### config.mk
export PLATFORM = sky130hd
export DESIGN_NAME = orthogonal_array_row_gen_top_flat
export DESIGN_NICKNAME = d
export VERILOG_FILES = /design/src/rtl/oarg_pkg.sv /design/src/rtl/oarg_if.sv /design/src/rtl/orthogonal_array_row_gen_top.sv /design/src/rtl/oarg_front.sv /design/src/rtl/oarg_queue.sv /design/src/rtl/oarg_back.sv /design/src/flat_wrapper.sv
export VERILOG_INCLUDE_DIRS = /design/src /design/src/rtl
export SDC_FILE = /design/constraint.sdc
export NUM_CORES = 1
export LEC_CHECK = 0
export BUFFER_PORTS_ARGS = -buffer_cell sky130_fd_sc_hd__buf_2
export CAP_MARGIN = 15
export CORE_MARGIN = 2
export CORE_UTILIZATION = 29
export DETAILED_ROUTE_END_ITERATION = 12
export GPL_TIMING_DRIVEN = 0
export PLACE_DENSITY_LB_ADDON = 0.08
export SYNTH_ARGS = -nofsm -noshare
export SYNTH_HDL_FRONTEND = slang
export SYNTH_SLANG_ARGS = --single-unit
### constraint.sdc
create_clock -name clk -period 13.93 [get_ports clk]
set_input_delay 3.4825 -clock clk [delete_from_list [all_inputs] [get_ports clk]]
set_output_delay 3.4825 -clock clk [all_outputs]
set_load 0.01 [all_outputs]
### src/rtl/orthogonal_array_row_gen_top_defines.svh
// Assertion macros shared by the row generator modules.
// Each macro expects clk and rst_n in scope where it is used.
`ifndef ORTHOGONAL_ARRAY_ROW_GEN_TOP_DEFINES_SVH
`define ORTHOGONAL_ARRAY_ROW_GEN_TOP_DEFINES_SVH

// same-cycle implication, disabled while in reset
`define OARG_ASSERT_IMP(label, ante, cons, msg) \
  label: assert property (@(posedge clk) disable iff (!rst_n) (ante) |-> (cons)) \
    else $error(msg);

// next-cycle implication, disabled while in reset
`define OARG_ASSERT_NXT(label, ante, cons, msg) \
  label: assert property (@(posedge clk) disable iff (!rst_n) (ante) |=> (cons)) \
    else $error(msg);

`endif

### src/rtl/oarg_pkg.sv
// Shared constants, types and helper functions of the row generator.
// No dependencies; every other file but the assertion macro header imports this package.
`default_nettype none

package oarg_pkg;

  localparam int MAX_COLUMNS = 64;
  localparam int MAX_LEVELS  = 31;

  localparam int LVL_W     = 5;
  localparam int COL_W     = 7;
  localparam int ROW_W     = 15;
  localparam int BASIC_W   = 4;
  localparam int COL_IDX_W = $clog2(MAX_COLUMNS);
  localparam int BIT_W     = $clog2(LVL_W);

  // basic columns needed for MAX_COLUMNS at two levels
  localparam int MAX_BASIC = 7;
  localparam int POW_IDX_W = $clog2(MAX_BASIC + 1);
  localparam int DIG_N     = 1 << POW_IDX_W;
  localparam int PROD_W    = ROW_W + LVL_W;

  localparam int QUEUE_DEPTH = 2;
  localparam int QPTR_W      = $clog2(QUEUE_DEPTH);
  localparam int QCNT_W      = $clog2(QUEUE_DEPTH + 1);

  localparam int CFG_IDX_W  = 2;
  localparam int CFG_DATA_W = COL_W;

  typedef enum logic [CFG_IDX_W-1:0] {
    REG_LEVELS       = 2'd0,
    REG_COLUMN_COUNT = 2'd1
  } cfg_reg_t;

  // clamped level and column counts
  typedef struct packed {
    logic [LVL_W-1:0] q;
    logic [COL_W-1:0] n;
  } oarg_cfg_t;

  // one row job handed from the front to the back
  typedef struct packed {
    logic                             err;
    logic [DIG_N-1:0][LVL_W-1:0]      digits;
  } row_job_t;

  function automatic logic [LVL_W-1:0] clamp_levels(input logic [LVL_W-1:0] v);
    logic [LVL_W-1:0] r;
    r = v;
    if (v < LVL_W'(2)) r = LVL_W'(2);
    if (v > LVL_W'(MAX_LEVELS)) r = LVL_W'(MAX_LEVELS);
    return r;
  endfunction

  function automatic logic [COL_W-1:0] clamp_cols(input logic [COL_W-1:0] v);
    logic [COL_W-1:0] r;
    r = v;
    if (v == '0) r = COL_W'(1);
    if (v > COL_W'(MAX_COLUMNS)) r = COL_W'(MAX_COLUMNS);
    return r;
  endfunction

endpackage

`default_nettype wire

### src/rtl/oarg_if.sv
// Channel interfaces of the row generator: request, result and register write.
// Depends on oarg_pkg for field widths.
`default_nettype none

interface oarg_in_if import oarg_pkg::*; ();
  logic             valid;
  logic             ready;
  logic [ROW_W-1:0] row_index;

  modport source (output valid, output row_index, input ready);
  modport sink   (input valid, input row_index, output ready);
endinterface

interface oarg_out_if import oarg_pkg::*; ();
  logic             valid;
  logic             ready;
  logic [LVL_W-1:0] entry_value;
  logic [COL_W-1:0] column_index;
  logic             last_entry;
  logic             row_error;

  modport source (output valid, output entry_value, output column_index,
                  output last_entry, output row_error, input ready);
  modport sink   (input valid, input entry_value, input column_index,
                  input last_entry, input row_error, output ready);
endinterface

interface oarg_cfg_if import oarg_pkg::*; ();
  logic                  valid;
  logic                  ready;
  logic [CFG_IDX_W-1:0]  index;
  logic [CFG_DATA_W-1:0] data;

  modport source (output valid, output index, output data, input ready);
  modport sink   (input valid, input index, input data, output ready);
endinterface

`default_nettype wire

### src/rtl/orthogonal_array_row_gen_top.sv
// Front end: for each row it finds J (J basic columns, J <= 7) by power steps, checks the
// range, extracts 5 quotient bits per digit and hands the job off.
// The back end emits N words, one per cycle while the result sink is ready, with a row
// buffer read before each multiplier group of non-basic columns; an error row gives one word.
// Rows overlap across the two-entry job queue.
// Reset: synchronous active-low rst_n clears control state and sets levels 3, columns 4.
`default_nettype none

module orthogonal_array_row_gen_top import oarg_pkg::*; (
  input  logic        clk,
  input  logic        rst_n,
  oarg_in_if.sink     in_ch,
  oarg_out_if.source  out_ch,
  oarg_cfg_if.sink    cfg_ch
);

  logic [LVL_W-1:0]  levels_r;
  logic [COL_W-1:0]  column_count_r;
  oarg_cfg_t         cfg;

  logic              push, pop, q_full, q_empty;
  row_job_t          push_job, head;

  assign cfg_ch.ready = 1'b1;

  always_ff @(posedge clk) begin
    if (!rst_n) begin
      levels_r       <= LVL_W'(3);
      column_count_r <= COL_W'(4);
    end else if (cfg_ch.valid) begin
      if (cfg_ch.index == REG_LEVELS) levels_r <= cfg_ch.data[LVL_W-1:0];
      if (cfg_ch.index == REG_COLUMN_COUNT) column_count_r <= cfg_ch.data[COL_W-1:0];
    end
  end

  assign cfg = {clamp_levels(levels_r), clamp_cols(column_count_r)};

  oarg_front u_front (
    .clk      (clk),
    .rst_n    (rst_n),
    .in_ch    (in_ch),
    .cfg      (cfg),
    .q_full   (q_full),
    .push     (push),
    .push_job (push_job)
  );

  oarg_queue u_queue (
    .clk      (clk),
    .rst_n    (rst_n),
    .push     (push),
    .push_job (push_job),
    .full     (q_full),
    .pop      (pop),
    .head     (head),
    .empty    (q_empty)
  );

  oarg_back u_back (
    .clk     (clk),
    .rst_n   (rst_n),
    .cfg     (cfg),
    .q_empty (q_empty),
    .head    (head),
    .pop     (pop),
    .out_ch  (out_ch)
  );

endmodule

`default_nettype wire

### src/rtl/oarg_front.sv
// Front end: takes a row request, finds J and Q^J, checks the range and
// extracts the base-Q digits of row-1. Depends on oarg_pkg and oarg_if.
`default_nettype none

module oarg_front import oarg_pkg::*; (
  input  logic         clk,
  input  logic         rst_n,
  oarg_in_if.sink      in_ch,
  input  oarg_cfg_t    cfg,
  input  logic         q_full,
  output logic         push,
  output row_job_t     push_job
);

  typedef enum logic [4:0] {
    F_IDLE = 5'b00001,
    F_POW  = 5'b00010,
    F_CHK  = 5'b00100,
    F_DIG  = 5'b01000,
    F_PUSH = 5'b10000
  } front_st_t;

  front_st_t             st_r, st_nxt;
  logic [ROW_W-1:0]      row_r, row_nxt;
  logic [ROW_W-1:0]      sum_r, sum_nxt;
  logic [ROW_W-1:0]      rem_r, rem_nxt;
  logic [BASIC_W-1:0]    basic_count_r, basic_count_nxt;
  logic [ROW_W-1:0]      row_limit_r, row_limit_nxt;
  logic [POW_IDX_W-1:0]  dk_r, dk_nxt;
  logic [BIT_W-1:0]      bit_r, bit_nxt;
  logic [LVL_W-1:0]      dig_r, dig_nxt;
  row_job_t              ent_r, ent_nxt;

  // powers of Q, index 0 is implied
  logic [ROW_W-1:0]      pow_r [1:DIG_N-1];
  logic                  pow_we;
  logic [POW_IDX_W-1:0]  pow_wa;
  logic [ROW_W-1:0]      pow_wd;

  logic [PROD_W-1:0]     prod;
  logic [BASIC_W-1:0]    pidx_full;
  logic [POW_IDX_W-1:0]  pidx;
  logic [ROW_W-1:0]      div;
  logic [PROD_W-1:0]     cand;
  logic                  ge;
  logic [LVL_W-1:0]      dig_cur;
  logic [BASIC_W-1:0]    bc_next;

  assign prod      = PROD_W'(row_limit_r) * PROD_W'(cfg.q);
  assign pidx_full = basic_count_r - BASIC_W'(1) - BASIC_W'(dk_r);
  assign pidx      = pidx_full[POW_IDX_W-1:0];
  assign div       = (pidx == '0) ? ROW_W'(1) : pow_r[pidx];
  assign cand      = PROD_W'(div) << bit_r;
  assign ge        = PROD_W'(rem_r) >= cand;
  assign dig_cur   = dig_r | (ge ? (LVL_W'(1) << bit_r) : '0);
  assign bc_next   = basic_count_r + BASIC_W'(1);

  assign in_ch.ready = (st_r == F_IDLE);
  assign push        = (st_r == F_PUSH) && !q_full;
  assign push_job    = ent_r;

  always_comb begin
    st_nxt          = st_r;
    row_nxt         = row_r;
    sum_nxt         = sum_r;
    rem_nxt         = rem_r;
    basic_count_nxt = basic_count_r;
    row_limit_nxt   = row_limit_r;
    dk_nxt          = dk_r;
    bit_nxt         = bit_r;
    dig_nxt         = dig_r;
    ent_nxt         = ent_r;
    pow_we          = 1'b0;
    pow_wa          = POW_IDX_W'(1);
    pow_wd          = ROW_W'(cfg.q);
    case (st_r)
      F_IDLE: begin
        if (in_ch.valid) begin
          row_nxt         = in_ch.row_index;
          basic_count_nxt = BASIC_W'(1);
          row_limit_nxt   = ROW_W'(cfg.q);
          sum_nxt         = ROW_W'(1);
          pow_we          = 1'b1;
          st_nxt          = F_POW;
        end
      end
      F_POW: begin
        // grow J until (Q^J-1)/(Q-1) covers N
        if (sum_r < ROW_W'(cfg.n)) begin
          sum_nxt         = sum_r + row_limit_r;
          row_limit_nxt   = prod[ROW_W-1:0];
          basic_count_nxt = bc_next;
          pow_we          = 1'b1;
          pow_wa          = bc_next[POW_IDX_W-1:0];
          pow_wd          = prod[ROW_W-1:0];
        end else begin
          st_nxt = F_CHK;
        end
      end
      F_CHK: begin
        ent_nxt.err = (row_r == '0) || (row_r > row_limit_r);
        rem_nxt     = row_r - ROW_W'(1);
        dk_nxt      = '0;
        bit_nxt     = BIT_W'(LVL_W - 1);
        dig_nxt     = '0;
        st_nxt      = ent_nxt.err ? F_PUSH : F_DIG;
      end
      F_DIG: begin
        // one quotient bit per cycle, most significant digit first
        if (ge) rem_nxt = rem_r - cand[ROW_W-1:0];
        if (bit_r == '0) begin
          ent_nxt.digits[dk_r] = dig_cur;
          dig_nxt              = '0;
          bit_nxt              = BIT_W'(LVL_W - 1);
          dk_nxt               = dk_r + POW_IDX_W'(1);
          if (BASIC_W'(dk_r) == basic_count_r - BASIC_W'(1)) st_nxt = F_PUSH;
        end else begin
          dig_nxt = dig_cur;
          bit_nxt = bit_r - BIT_W'(1);
        end
      end
      F_PUSH: begin
        if (!q_full) st_nxt = F_IDLE;
      end
      default: st_nxt = F_IDLE;
    endcase
  end

  always_ff @(posedge clk) begin
    if (!rst_n) begin
      st_r          <= F_IDLE;
      basic_count_r <= '0;
      row_limit_r   <= '0;
    end else begin
      st_r          <= st_nxt;
      basic_count_r <= basic_count_nxt;
      row_limit_r   <= row_limit_nxt;
    end
  end

  always_ff @(posedge clk) begin
    row_r <= row_nxt;
    sum_r <= sum_nxt;
    rem_r <= rem_nxt;
    dk_r  <= dk_nxt;
    bit_r <= bit_nxt;
    dig_r <= dig_nxt;
    ent_r <= ent_nxt;
    if (pow_we) pow_r[pow_wa] <= pow_wd;
  end

endmodule

`default_nettype wire

### src/rtl/oarg_queue.sv
// Two-entry job queue between the front and back ends.
// Depends on oarg_pkg and the assertion macro header.
`default_nettype none
`include "orthogonal_array_row_gen_top_defines.svh"

module oarg_queue import oarg_pkg::*; (
  input  logic      clk,
  input  logic      rst_n,
  input  logic      push,
  input  row_job_t  push_job,
  output logic      full,
  input  logic      pop,
  output row_job_t  head,
  output logic      empty
);

  row_job_t            slot_r [QUEUE_DEPTH];
  logic [QPTR_W-1:0]   wr_ptr_r, rd_ptr_r;
  logic [QCNT_W-1:0]   count_r;

  assign full  = (count_r == QCNT_W'(QUEUE_DEPTH));
  assign empty = (count_r == '0);
  assign head  = slot_r[rd_ptr_r];

  always_ff @(posedge clk) begin
    if (!rst_n) begin
      wr_ptr_r <= '0;
      rd_ptr_r <= '0;
      count_r  <= '0;
    end else begin
      if (push) wr_ptr_r <= wr_ptr_r + QPTR_W'(1);
      if (pop)  rd_ptr_r <= rd_ptr_r + QPTR_W'(1);
      if (push && !pop) count_r <= count_r + QCNT_W'(1);
      else if (pop && !push) count_r <= count_r - QCNT_W'(1);
    end
  end

  always_ff @(posedge clk) begin
    if (push) slot_r[wr_ptr_r] <= push_job;
  end

  `OARG_ASSERT_IMP(a_q_no_overflow, push, !full, "job pushed into a full queue")
  `OARG_ASSERT_IMP(a_q_no_underflow, pop, !empty, "job popped from an empty queue")
  `OARG_ASSERT_NXT(a_q_count_up, push && !pop, count_r == $past(count_r) + QCNT_W'(1), "queue count did not advance on push")

endmodule

`default_nettype wire

### src/rtl/oarg_back.sv
// Back end: walks the columns of a row in order, writes each entry into the row buffer and
// drives the result register; an error job gives one error word. Depends on oarg_pkg, oarg_if.
`default_nettype none
`include "orthogonal_array_row_gen_top_defines.svh"

module oarg_back import oarg_pkg::*; (
  input  logic         clk,
  input  logic         rst_n,
  input  oarg_cfg_t    cfg,
  input  logic         q_empty,
  input  row_job_t     head,
  output logic         pop,
  oarg_out_if.source   out_ch
);

  typedef enum logic [3:0] {
    B_IDLE  = 4'b0001,
    B_BASIC = 4'b0010,
    B_FETCH = 4'b0100,
    B_NONB  = 4'b1000
  } back_st_t;

  back_st_t              st_r, st_nxt;
  logic [COL_W-1:0]      col_r, col_nxt;
  logic [POW_IDX_W-1:0]  k_r, k_nxt;
  logic [COL_W-1:0]      bpos_r, bpos_nxt;
  logic [COL_W-1:0]      s_r, s_nxt;
  logic [LVL_W-1:0]      t_r, t_nxt;
  logic [LVL_W-1:0]      ab_r, ab_nxt;
  logic [LVL_W-1:0]      acc_r, acc_nxt;

  logic [LVL_W-1:0]      row_buffer [MAX_COLUMNS];
  logic [LVL_W-1:0]      rd_data_r;
  logic                  rd_en;
  logic [COL_IDX_W-1:0]  rd_addr;
  logic                  wr_en;
  logic [COL_W-1:0]      col_m1;

  logic                  out_valid_r, out_valid_nxt;
  logic [LVL_W-1:0]      out_val_r;
  logic [COL_W-1:0]      out_col_r;
  logic                  out_last_r;
  logic                  out_err_r;

  logic                  adv;
  logic                  emit;
  logic [LVL_W-1:0]      e_val_raw;
  logic [COL_W-1:0]      e_col;
  logic                  e_last;
  logic                  e_err;
  logic                  at_last_col;

  function automatic logic [LVL_W-1:0] mod_add(input logic [LVL_W-1:0] a,
                                               input logic [LVL_W-1:0] b,
                                               input logic [LVL_W-1:0] q);
    logic [LVL_W:0] s;
    s = {1'b0, a} + {1'b0, b};
    if (s >= {1'b0, q}) s = s - {1'b0, q};
    return s[LVL_W-1:0];
  endfunction

  assign adv         = !out_valid_r || out_ch.ready;
  assign at_last_col = (col_r == cfg.n);
  assign col_m1      = col_r - COL_W'(1);

  always_comb begin
    st_nxt    = st_r;
    col_nxt   = col_r;
    k_nxt     = k_r;
    bpos_nxt  = bpos_r;
    s_nxt     = s_r;
    t_nxt     = t_r;
    ab_nxt    = ab_r;
    acc_nxt   = acc_r;
    pop       = 1'b0;
    rd_en     = 1'b0;
    rd_addr   = '0;
    wr_en     = 1'b0;
    emit      = 1'b0;
    e_val_raw = '0;
    e_col     = col_r;
    e_last    = at_last_col;
    e_err     = 1'b0;
    case (st_r)
      B_IDLE: begin
        if (!q_empty) begin
          if (head.err) begin
            if (adv) begin
              emit   = 1'b1;
              e_col  = '0;
              e_last = 1'b1;
              e_err  = 1'b1;
              pop    = 1'b1;
            end
          end else begin
            col_nxt = COL_W'(1);
            k_nxt   = '0;
            st_nxt  = B_BASIC;
          end
        end
      end
      B_BASIC: begin
        if (adv) begin
          emit      = 1'b1;
          e_val_raw = head.digits[k_r];
          wr_en     = 1'b1;
          ab_nxt    = head.digits[k_r];
          bpos_nxt  = col_r;
          k_nxt     = k_r + POW_IDX_W'(1);
          col_nxt   = col_r + COL_W'(1);
          if (at_last_col) begin
            pop    = 1'b1;
            st_nxt = B_IDLE;
          end else if (col_r != COL_W'(1)) begin
            // start the non-basic group with the first column as multiplier
            s_nxt  = COL_W'(1);
            rd_en  = 1'b1;
            st_nxt = B_FETCH;
          end
        end
      end
      B_FETCH: begin
        acc_nxt = mod_add(rd_data_r, ab_r, cfg.q);
        t_nxt   = LVL_W'(1);
        st_nxt  = B_NONB;
      end
      B_NONB: begin
        if (adv) begin
          emit      = 1'b1;
          e_val_raw = acc_r;
          wr_en     = 1'b1;
          col_nxt   = col_r + COL_W'(1);
          acc_nxt   = mod_add(acc_r, rd_data_r, cfg.q);
          t_nxt     = t_r + LVL_W'(1);
          if (at_last_col) begin
            pop    = 1'b1;
            st_nxt = B_IDLE;
          end else if (t_r == cfg.q - LVL_W'(1)) begin
            if (s_r == bpos_r - COL_W'(1)) begin
              st_nxt = B_BASIC;
            end else begin
              s_nxt   = s_r + COL_W'(1);
              rd_en   = 1'b1;
              rd_addr = s_r[COL_IDX_W-1:0];
              st_nxt  = B_FETCH;
            end
          end
        end
      end
      default: st_nxt = B_IDLE;
    endcase
  end

  always_comb begin
    out_valid_nxt = out_valid_r;
    if (emit) out_valid_nxt = 1'b1;
    else if (out_ch.ready) out_valid_nxt = 1'b0;
  end

  always_ff @(posedge clk) begin
    if (!rst_n) begin
      st_r        <= B_IDLE;
      out_valid_r <= 1'b0;
    end else begin
      st_r        <= st_nxt;
      out_valid_r <= out_valid_nxt;
    end
  end

  always_ff @(posedge clk) begin
    col_r  <= col_nxt;
    k_r    <= k_nxt;
    bpos_r <= bpos_nxt;
    s_r    <= s_nxt;
    t_r    <= t_nxt;
    ab_r   <= ab_nxt;
    acc_r  <= acc_nxt;
    if (emit) begin
      out_val_r  <= e_err ? '0 : e_val_raw + LVL_W'(1);
      out_col_r  <= e_col;
      out_last_r <= e_last;
      out_err_r  <= e_err;
    end
  end

  // row buffer: one write port, one registered read port
  always_ff @(posedge clk) begin
    if (wr_en) row_buffer[col_m1[COL_IDX_W-1:0]] <= e_val_raw;
    if (rd_en) rd_data_r <= row_buffer[rd_addr];
  end

  assign out_ch.valid        = out_valid_r;
  assign out_ch.entry_value  = out_val_r;
  assign out_ch.column_index = out_col_r;
  assign out_ch.last_entry   = out_last_r;
  assign out_ch.row_error    = out_err_r;

  `OARG_ASSERT_IMP(a_head_held, st_r != B_IDLE, !q_empty, "back end busy without a queued job")
  `OARG_ASSERT_IMP(a_entry_range, emit && !e_err, e_val_raw < cfg.q, "entry not below level count")
  `OARG_ASSERT_IMP(a_combo_range, st_r == B_NONB, (s_r != '0) && (s_r < bpos_r) && (t_r != '0) && (t_r < cfg.q), "non-basic column indices out of range")

endmodule

`default_nettype wire

### src/flat_wrapper.sv
// flat-port wrapper written by rule: the top's interface ports become plain ports
module orthogonal_array_row_gen_top_flat import oarg_pkg::*;
  (clk, rst_n, in_ch_valid, in_ch_row_index, in_ch_ready, out_ch_valid, out_ch_entry_value, out_ch_column_index, out_ch_last_entry, out_ch_row_error, out_ch_ready, cfg_ch_valid, cfg_ch_index, cfg_ch_data, cfg_ch_ready);
  oarg_in_if in_ch_i ();
  oarg_out_if out_ch_i ();
  oarg_cfg_if cfg_ch_i ();
  input  logic clk;
  input  logic rst_n;
  input wire logic [$bits(in_ch_i.valid)-1:0] in_ch_valid;
  input wire logic [$bits(in_ch_i.row_index)-1:0] in_ch_row_index;
  output wire logic [$bits(in_ch_i.ready)-1:0] in_ch_ready;
  output wire logic [$bits(out_ch_i.valid)-1:0] out_ch_valid;
  output wire logic [$bits(out_ch_i.entry_value)-1:0] out_ch_entry_value;
  output wire logic [$bits(out_ch_i.column_index)-1:0] out_ch_column_index;
  output wire logic [$bits(out_ch_i.last_entry)-1:0] out_ch_last_entry;
  output wire logic [$bits(out_ch_i.row_error)-1:0] out_ch_row_error;
  input wire logic [$bits(out_ch_i.ready)-1:0] out_ch_ready;
  input wire logic [$bits(cfg_ch_i.valid)-1:0] cfg_ch_valid;
  input wire logic [$bits(cfg_ch_i.index)-1:0] cfg_ch_index;
  input wire logic [$bits(cfg_ch_i.data)-1:0] cfg_ch_data;
  output wire logic [$bits(cfg_ch_i.ready)-1:0] cfg_ch_ready;
  assign in_ch_i.valid = in_ch_valid;
  assign in_ch_i.row_index = in_ch_row_index;
  assign in_ch_ready = in_ch_i.ready;
  assign out_ch_valid = out_ch_i.valid;
  assign out_ch_entry_value = out_ch_i.entry_value;
  assign out_ch_column_index = out_ch_i.column_index;
  assign out_ch_last_entry = out_ch_i.last_entry;
  assign out_ch_row_error = out_ch_i.row_error;
  assign out_ch_i.ready = out_ch_ready;
  assign cfg_ch_i.valid = cfg_ch_valid;
  assign cfg_ch_i.index = cfg_ch_index;
  assign cfg_ch_i.data = cfg_ch_data;
  assign cfg_ch_ready = cfg_ch_i.ready;
  orthogonal_array_row_gen_top u_core (.clk(clk), .rst_n(rst_n), .in_ch(in_ch_i), .out_ch(out_ch_i), .cfg_ch(cfg_ch_i));
endmodule
---- After elaboration in Yosys (flattened, before gate mapping) ----
Memories as Yosys holds them, arrays and structs flattened. A register that Yosys moved wholly into a read port is not among the register bits.
Index checks and enable logic that the tools add are counted.
word-level totals
  output and inout port bits .............. 17
  bits of input ports ..................... 29
  memories ................................ 3
  register bits ........................... 195
  bits in writable memories ............... 507
  word-level logic and storage cells ...... 271
memory list
  memory                    depth  width  rd ports  clocked after memory_dff  write ports  line              source
  u_core.u_back.row_buffer  64     5      1         1                         1            oarg_back.sv:32   logic [LVL_W-1:0] row_buffer [MAX_COLUMNS];
  u_core.u_front.pow_r      7      15     1         0                         1            oarg_front.sv:35  logic [ROW_W-1:0] pow_r [1:DIG_N-1];
  u_core.u_queue.slot_r     2      41     1         1                         1            oarg_queue.sv:17  row_job_t slot_r [QUEUE_DEPTH];
cells by class
  bitwise logic cells ..................... 1
  mux-type cells .......................... 119
  order comparisons ....................... 11
  equality and inequality tests ........... 35
  reductions and logical operators ........ 39
  $mul .................................... 1
  add/sub/neg operators ................... 24
  shifts and indexed selects .............. 2
operators by type and width
  operator            count
  $mux 15             8
  $mux 7              16
  $mux 5              18
  $pmux 15 s2         3
  $bwmux 40           1
  $mux 4              10
  $pmux 5 s2          4
  $ne 2x2->1 const B  16
  $mux 1              30
  $mux 6              5
  $pmux 7 s2          2
  $pmux 5 s5          1
  $mux 3              8
  $ge 15x20->1        1
  $shl 15x3->20       1
  $pmux 3 s2          3
  $pmux 4 s4          1
  $reduce_and 2->1    8
  $reduce_bool 2->1   8
  $add 15x15->15      1
  $bmux 5 s3          1
  $demux 5 s3         1
  $gt 15x15->1        1
  $logic_not 15->1    1
  other kinds (59)    83

---- Longest topological paths before layout ----
Gate-level depths: netlist of run 1.
  word-level depth ........................ 10
  gate-level depth with buffers ........... 25
  mapped depth without buffers ............ 23

---- By module ----
A second synthesis of run 1 with hierarchy kept.
unflattened totals
  cells, all modules ...................... 2,758
  area total of the unflattened synthesis .. 34,958.5 sq um
modules (own cells, without submodules)
  module                        seq. area each (sq um)  area an instance (sq um)  cells an instance  times used
  oarg_back                     11,451.0                17,958.5                  1,352              1
  oarg_front                    6,546.3                 13,227.7                  1,188              1
  oarg_queue                    2,562.5                 3,168.0                   150                1
  orthogonal_array_row_gen_top  240.2                   604.3                     68                 1

---- Least setup slack after synthesis of run 1 ----
Ideal clock, no wire load.
  kind .................................... flip-flop to flip-flop
  start point ............................. reg u_core.u_front.basic_count_r[0]
  end point ............................... reg u_core.u_front.rem_r[0] (enable)
  path buffers ............................ 2
  slack ................................... 7.348 ns
  setup time .............................. 0.411 ns
  stages on the path, launching flop included .. 23
  clock period less this slack ............ 6.582 ns
  arrival ................................. 6.172 ns
  required time ........................... 13.519 ns
  path through ............................ dfxtp_1 inv_1 ha_1 fa_1 xnor2_1 xnor2_2 buf_2 buf_1 mux2i_1 o211ai_1 o21ai_0 mux2i_1 o21ai_0 or2_2 ha_1 nor2b_1 o21ai_0 a21oi_1 o311ai_0 a21boi_0 o221a_2 o21ai_0 o31ai_1
between the ends
  word-level cells in the longest chain between the ends .. 8
  elaborated cells on any way between the ends .. 9
  classes of those cells .................. add/sub: 2; order compare: 1; eq/ne: 1; shift: 1; mux: 1; reduce/logical: 2; memory: 1
RTL lines
  item                                             line               source
  start, declared                                  oarg_front.sv:27   logic [BASIC_W-1:0] basic_count_r, basic_count_nxt;
  start signal, assigned                           oarg_front.sv:136  basic_count_r <= basic_count_nxt;
  $sub 4x1->4 (*)                                  --
  $sub 3x3->3 (*)                                  oarg_front.sv:50   assign pidx_full = basic_count_r - BASIC_W'(1) - BASIC_W'(dk_r);
  $mem_v2 7x15 or $logic_not 3->1 (tied branches)  --
  $mux 15 (*)                                      oarg_front.sv:52   assign div = (pidx == '0) ? ROW_W'(1) : pow_r[pidx];
  $shl 15x3->20 (*)                                oarg_front.sv:53   assign cand = PROD_W'(div) << bit_r;
  $ge 15x20->1 (*)                                 oarg_front.sv:54   assign ge = PROD_W'(rem_r) >= cand;
  $ne 2x2->1 (no line) (*)                         --
  $reduce_and 2->1 (no line) (*)                   --
  end signal, assigned                             oarg_front.sv:144  rem_r <= rem_nxt;
  end, declared                                    oarg_front.sv:26   logic [ROW_W-1:0] rem_r, rem_nxt;
Mark *: on every way between the ends. The rest lies on a longest branch, timed or not.
A chain may end at the register's enable or synchronous reset.

---- Worst setup path after layout of run 1 ----
  start point ............................. reg u_core.u_front.basic_count_r[0]
  end point ............................... reg u_core.u_front.rem_r[7] (enable)
The elaborated chain is that of the path after synthesis.

==> results.py, run 1 <==
metrics = {
    "detailed_routing": {
        "drt-total-wl_microns": 110000,
        "wl_per_cell_microns": 25.1,
        "route.detailed.drc": 0,
        "drtIter0Drc": 1893,
        "num_vias": 22688,
        "antenna_left": 0,
        "drt_pre_antenna_iters": 6,
        "viasPerCell": 5.17,
    },
    "cts": {
        "cts_buffer_depth": 3,
        "cts_hold_buf": 0,
        "cts_buffers": 86,
        "clock_sink_count": 708,
        "path_clk_slew_ps": 60,
        "post-cts-setup-buffers": 0,
        "cts_tree": "done",
        "cts_root_buffer": "clkbuf_16",
        "clk_latency_ps": 680,
        "cts_resized": 0,
        "h-tree-depth": 3,
    },
    "floorplan": {
        "fp.dieH_microns": 347,
        "core_sq_um": 117000,
        "row_count": 125,
        "start_util_pct": 29.3,
        "die_area_sq_um": 121000,
        "fp.dieW_microns": 347,
        "ios": 46,
    },
    "synthesis": {
        "synthTopCellsByCount": "edfxtp_1, nor2_1, nand2_1",
        "synth_cells": 2633,
        "synth_top_cell_area_share_pct": 58.2,
        "synth_edf_count": 662,
        "synth.avg_cell_area_sq_um": 13.0,
        "synth_warnings": 0,
        "synth_nets": 2809,
        "synth.area.top_cells": "edfxtp_1, ha_1, mux4_2",
        "synth.most_common_cell": "edfxtp_1",
        "seq_area_frac_synth_pct": 60.9,
        "synth-main-ff-cell": "edfxtp_1",
        "yosysTopAreaCell": "edfxtp_1",
        "ys_types": 95,
        "ys_async_sr_fraction_pct": 0,
        "ys_seq_elements": 708,
        "syn_area_sq_um": 34200,
    },
    "status": {
        "status": "finished clean",
    },
    "cells_and_area": {
        "final_area_sq_um": 39700,
        "area_growth_pct": 16.1,
        "diodes": 0,
        "drive_gt1_share_pct": 12.5,
        "final_util_pct": 34.0,
        "nets": 2974,
    },
    "setup_path": {
        "crit_path_top_delay_cell": "o31ai_4",
        "rrSetupSlack_ps": 6030,
        "r2r-start": "u_core.u_front.basic_count_r[0]$_SDFFE_PN0P_",
        "reg2reg_to": "u_core.u_front.rem_r[7]$_DFFE_PP_",
        "crit_required_ps": 14210,
        "worstSetupStartpointType": "register",
        "worst-setup-path-type": "reg2reg",
        "crit_path_end_kind": "register",
        "reg2regPathDepth": 22,
        "cp_max_fo": 15,
        "cpMostUsedCell": "o21ai_0",
        "path_cells": "inv_1 -> ha_1 -> fa_1 -> xnor2_1 -> xnor2_2 -> buf_2 -> buf_1 -> mux2i_1 -> o211ai_1 -> o21ai_0 -> mux2i_1 -> o21ai_0 -> or2_2 -> ha_1 -> nor2b_1 -> o21ai_0 -> a21oi_1 -> o311ai_0 -> a21boi_0 -> o221a_2 -> o21ai_0 -> o31ai_4",
        "critical_path.max_stage_delay_ps": 850,
        "cp.arrival_ps": 8180,
    },
    "flow_run": {
        "cap_violations": 0,
    },
    "global_route": {
        "grt-ovfl-total": 0,
        "grt_pass1_wl_microns": 159000,
        "antenna_found_initial": 2,
        "grt_use_total_pct": 18.0,
        "grt_pass1_vias": 22510,
        "grt_start_max_net_pins": 68,
    },
    "sta": {
        "min_period_over_period_pct": 56.7,
        "slew_headroom_pct": 14.5,
        "finClkSkew_ps": 45.4,
        "hold_ws_ps": 439,
        "setup_violations": 0,
        "finalCriticalPeriod_ps": 7900,
        "worst_pin_slew_ps": 1280,
        "hold_viol_final": 0,
        "fmax_ghz": 0.127,
        "final.setup.worst_slack_ps": 6030,
        "drv_slew": 0,
        "setup_tns_ps": 0,
        "rsz0062_at_grt": "false",
    },
    "power": {
        "peakVddDrop_uv": 84.0,
        "power_density_nw_per_um2": 126,
        "leakagePower_nw": 14.2,
    },
    "min_path": {
        "whs_endpoint": "u_core.u_back.bpos_r[4]$_DFFE_PP_",
        "min_path_type": "reg2reg",
        "hold_path.startpoint": "u_core.u_back.col_r[4]$_SDFFCE_PP0P_",
        "hold_path_depth": 0,
    },
    "placed_design": {
        "post_dp_cell_area_sq_um": 36800,
        "pre_cts_slack_ps": 5970,
        "io_buffers": 43,
        "gp_congestion": 0.846,
        "place.detailed.hpwl_microns": 79600,
    },
}
[state kept, by name (all words and copies together), names as in the netlist, 15 cells and up, named ones only]
name,cells
u_core.u_back.row_buffer,320
u_core.u_front.pow_r,105
u_core.u_front.push_job,41
u_core.u_front.rem_r,15
u_core.u_front.row_limit_r,15
u_core.u_front.row_r,15
u_core.u_front.sum_r,15
u_core.u_queue.slot_r,82
[worst max-delay path: cells and delay by family (launching register included)]
family          cells  cell delay (ps)
fa+ha+maj           3             1310
compound gates     10             2900
xor+xnor            2              810
flops               1              510
mux                 2              410
buf+inv             3             1080
simple gates        2              480
[layout make-up]
type	instances	area [sq um]
Sequential cell	708	20800
Tap cell	1524	1910
Multi-Input combinational cell	1686	12500
Inverter	120	450
Fill cell	11345	76900
Timing Repair Buffer	77	612
Clock buffer	102	2250
Buffer	119	508
Clock inverter	55	594
[per-layer routing]
metal	vias to the layer above	wire length, microns	track usage [%]
li1	10318	-	-
met1	11695	54400	26.8
met2	564	48500	27.5
met3	111	5420	2.81
met4	0	1790	3.86
met5	-	0	0
[metrics by stage]
step	instances	total power, W
4_1_cts	4387	0.00506
2_1_floorplan	2633	0.00263
6_report	4391	0.00500
3_3_place_gp	4200	0.00275
5_1_grt	4391	0.00518
3_5_place_dp	4230	0.00276
[power by group]
part | internal (W) | switching [W]
registers | 0.00232 | 0.0000195
clock network | 0.00135 | 0.000942
logic | 0.000138 | 0.000232
[cell families after synthesis]
logic type      Yosys count  share of synthesized area (%)
compound gates          499                           10.3
xor+xnor                 95                           2.50
mux                     160                           6.47
other cells               1                         0.0110
simple gates            784                           10.8
buf+inv                 239                           2.81
fa+ha+maj               147                           6.24
flops                   708                           60.9
[how the worst max path moves through the flow]
stage / start / to / cells after the start / slack (ps)
floorplan: u_core.u_front.basic_count_r[0]$_SDFFE_PN0P_ / u_core.u_front.rem_r[0]$_DFFE_PP_ / 22 / 7350
global placement: u_core.u_front.basic_count_r[0]$_SDFFE_PN0P_ / u_core.u_front.rem_r[0]$_DFFE_PP_ / 22 / 4710
detailed placement: u_core.u_front.basic_count_r[0]$_SDFFE_PN0P_ / u_core.u_front.rem_r[2]$_DFFE_PP_ / 22 / 5970
CTS: u_core.u_front.basic_count_r[0]$_SDFFE_PN0P_ / u_core.u_front.rem_r[7]$_DFFE_PP_ / 22 / 5940
global route: u_core.u_front.basic_count_r[0]$_SDFFE_PN0P_ / u_core.u_front.rem_r[7]$_DFFE_PP_ / 22 / 5310
finish: u_core.u_front.basic_count_r[0]$_SDFFE_PN0P_ / u_core.u_front.rem_r[7]$_DFFE_PP_ / 22 / 6030
[cells in the final DEF (no fill, tap or decap), types with 70 or more instances in the layout]
cell | netlist | routed
edfxtp_1 | 662 | 662
nor2_1 | 276 | 275
nand2_1 | 200 | 200
inv_1 | 114 | 113
a21oi_1 | 112 | 111
ha_1 | 108 | 108
mux2i_1 | 88 | 88
clkbuf_16 | 0 | 88
clkbuf_1 | 71 | 85
o21ai_0 | 82 | 82
nand3_1 | 70 | 70
Note: power is estimated with default switching activity, not from simulation.
==> run 2: changes to the inputs <==
--- a/config.mk
+++ b/config.mk
@@ -6,6 +6,7 @@
 export SDC_FILE = /design/constraint.sdc
 export NUM_CORES = 1
 export LEC_CHECK = 0
+export ABC_AREA = 1
 export BUFFER_PORTS_ARGS = -buffer_cell sky130_fd_sc_hd__buf_2
 export CAP_MARGIN = 15
 export CORE_MARGIN = 2
==> constraint.sdc (replaced) <==
create_clock -name clk -period 7.9 [get_ports clk]
set_input_delay 1.975 -clock clk [delete_from_list [all_inputs] [get_ports clk]]
set_output_delay 1.975 -clock clk [all_outputs]
set_load 0.01 [all_outputs]
==> results.py, run 2 <==
metrics = {
    "floorplan": {
        "core_sq_um": 123000,
        "ios": 46,
        "fp.dieH_microns": 356,
        "fp.dieW_microns": 356,
        "die_area_sq_um": 126000,
        "row_count": 129,
        "start_util_pct": 29.1,
    },
    "global_route": {
        "grt_start_max_net_pins": 67,
        "grt-ovfl-total": 0,
        "grt_use_total_pct": 18.6,
        "grt_pass1_wl_microns": 173000,
        "grt_pass1_vias": 25597,
        "antenna_found_initial": 1,
    },
    "synthesis": {
        "synth.most_common_cell": "edfxtp_1",
        "synth.area.top_cells": "edfxtp_1, nand2_1, inv_1",
        "synth_edf_count": 662,
        "ys_types": 58,
        "synthTopCellsByCount": "edfxtp_1, nand2_1, inv_1",
        "synth_nets": 3813,
        "ys_seq_elements": 708,
        "synth-main-ff-cell": "edfxtp_1",
        "yosysTopAreaCell": "edfxtp_1",
        "syn_area_sq_um": 35900,
        "ys_async_sr_fraction_pct": 0,
        "seq_area_frac_synth_pct": 58.0,
        "synth_cells": 3637,
        "synth_warnings": 0,
        "synth.avg_cell_area_sq_um": 9.86,
        "synth_top_cell_area_share_pct": 55.4,
    },
    "power": {
        "leakagePower_nw": 16.9,
        "power_density_nw_per_um2": 242,
        "peakVddDrop_uv": 156,
    },
    "cts": {
        "cts_buffer_depth": 3,
        "cts_hold_buf": 0,
        "cts_buffers": 87,
        "clock_sink_count": 708,
        "clk_latency_ps": 680,
        "h-tree-depth": 3,
        "path_clk_slew_ps": 60,
        "cts_tree": "done",
        "cts_root_buffer": "clkbuf_16",
        "post-cts-setup-buffers": 0,
    },
    "detailed_routing": {
        "drt-total-wl_microns": 118000,
        "drtIter0Drc": 2244,
        "antenna_left": 0,
        "route.detailed.drc": 0,
        "viasPerCell": 4.75,
        "drt_pre_antenna_iters": 5,
        "wl_per_cell_microns": 21.5,
        "num_vias": 26116,
    },
    "cells_and_area": {
        "layout_commonest_cell": "edfxtp_1",
        "final_area_sq_um": 41300,
        "area_growth_pct": 15.2,
        "fillers": 12683,
        "drive_gt1_share_pct": 7.77,
        "stdcell_count": 5499,
        "final_cell_mix": "edfxtp_1, nand2_1, inv_1",
        "multi_input_area_sq_um": 12200,
        "nets": 3967,
        "largest_reg_flops": 320,
        "ff_latch_area_sq_um": 20800,
    },
    "placed_design": {
        "dp_cells": 5336,
        "gp_congestion": 0.858,
        "post_dp_cell_area_sq_um": 38500,
        "io_buffers": 44,
        "place.detailed.hpwl_microns": 84500,
    },
    "setup_path": {
        "cp_max_fo": 10,
        "crit_required_ps": 8300,
        "critical_path.max_stage_delay_ps": 640,
        "crit_path_end_kind": "register",
        "worst-setup-path-type": "reg2reg",
        "cp.arrival_ps": 7500,
        "crit_path_top_delay_cell": "fa_1",
        "worstSetupStartpointType": "register",
        "cpMostUsedCell": "o21ai_0",
    },
    "min_path": {
        "min_path_type": "reg2reg",
    },
    "sta": {
        "worst_pin_slew_ps": 1170,
        "finClkSkew_ps": 21.2,
        "rsz0062_at_grt": "false",
        "drv_slew": 0,
        "setup_tns_ps": 0,
        "setup_violations": 0,
        "slew_headroom_pct": 22.0,
        "hold_viol_final": 0,
        "min_period_over_period_pct": 89.9,
        "hold_ws_ps": 439,
        "finalCriticalPeriod_ps": 7100,
        "fmax_ghz": 0.141,
    },
    "status": {
        "status": "finished clean",
    },
    "flow_run": {
        "cap_violations": 0,
    },
}
-- run 2: changes by cell type in the layout (fill, tap and decap cells not counted), moves of 28 or more --
cell      previous run  this run
a211oi_1            29         1
a21oi_1            111       148
buf_2               68       100
inv_1              113       584
mux2i_1             88        30
mux4_2              46         0
nand2_1            200       608
nand3_1             70       398
nand4_1             13       164
nor2b_1             31         0
o21ai_0             82       154
-- run 2: repair_timing --
action,CTS,global route
endpoints found under the hold margin,0,0
setup endpoints to repair,0,8
gates resized for setup,0,1
-- run 2: cells by family after synthesis --
logic type,Yosys count,share of synthesized area (%)
compound gates,408,6.47
mux,30,0.838
simple gates,1528,19.1
other cells,1,0.0105
xor+xnor,58,1.42
fa+ha+maj,147,5.95
flops,708,58.0
buf+inv,757,8.25
-- run 2: area by class of cell --
class	instances	area share (%)
Tap cell	1637	4.96
Inverter	600	5.46
Multi-Input combinational cell	2172	29.5
Clock buffer	115	5.80
Timing Repair Buffer	65	1.37
Sequential cell	708	50.3
Buffer	157	1.70
Antenna cell	1	0.00606
Clock inverter	44	0.845
-- run 2: where the power goes --
group          switching, W  internal, W
logic               0.00124     0.000492
clock network       0.00165      0.00229
registers          0.000107      0.00424
-- run 2: through the flow --
stage	worst slack (ps)	util [%]	power (W)
after floorplan	2350	-	0.00547
after global placement	-116	31.0	0.00616
after detailed placement	564	31.3	0.00617
after CTS	501	33.5	0.0101
after global routing	142	33.6	0.0105
final	798	33.6	0.0100
-- run 2: metal layers --
layer	global-route usage [%]	part of all wire [%]
met1	27.5	49
met2	28.0	43
met3	2.85	4.8
met4	5.49	2.4
met5	0	0.011
-- run 2: final timing paths --
check / startpoint / to / slack (ps) / depth (start not counted)
worst min register to register: u_core.u_front.push_job[32]$_DFFE_PP_ / u_core.u_queue.slot_r[0][32]$_DFFE_PP_ / 440 / 0
worst max register to register: u_core.u_front.basic_count_r[0]$_SDFFE_PN0P_ / u_core.u_front.push_job[35]$_DFFE_PP_ / 800 / 25
worst max-delay path: u_core.u_front.basic_count_r[0]$_SDFFE_PN0P_ / u_core.u_front.push_job[35]$_DFFE_PP_ / 800 / 25
worst min-delay path: u_core.u_front.push_job[32]$_DFFE_PP_ / u_core.u_queue.slot_r[0][32]$_DFFE_PP_ / 440 / 0
-- run 2: critical path: cells and delay by family (launching register included) --
| family | cells | cell delay [ps] |
|---|---|---|
| buffers and inverters | 4 | 1440 |
| AOI/OAI and AO/OA | 10 | 2400 |
| and+or+nand+nor | 8 | 990 |
| DFF | 1 | 470 |
| adders and majority gates | 3 | 1480 |
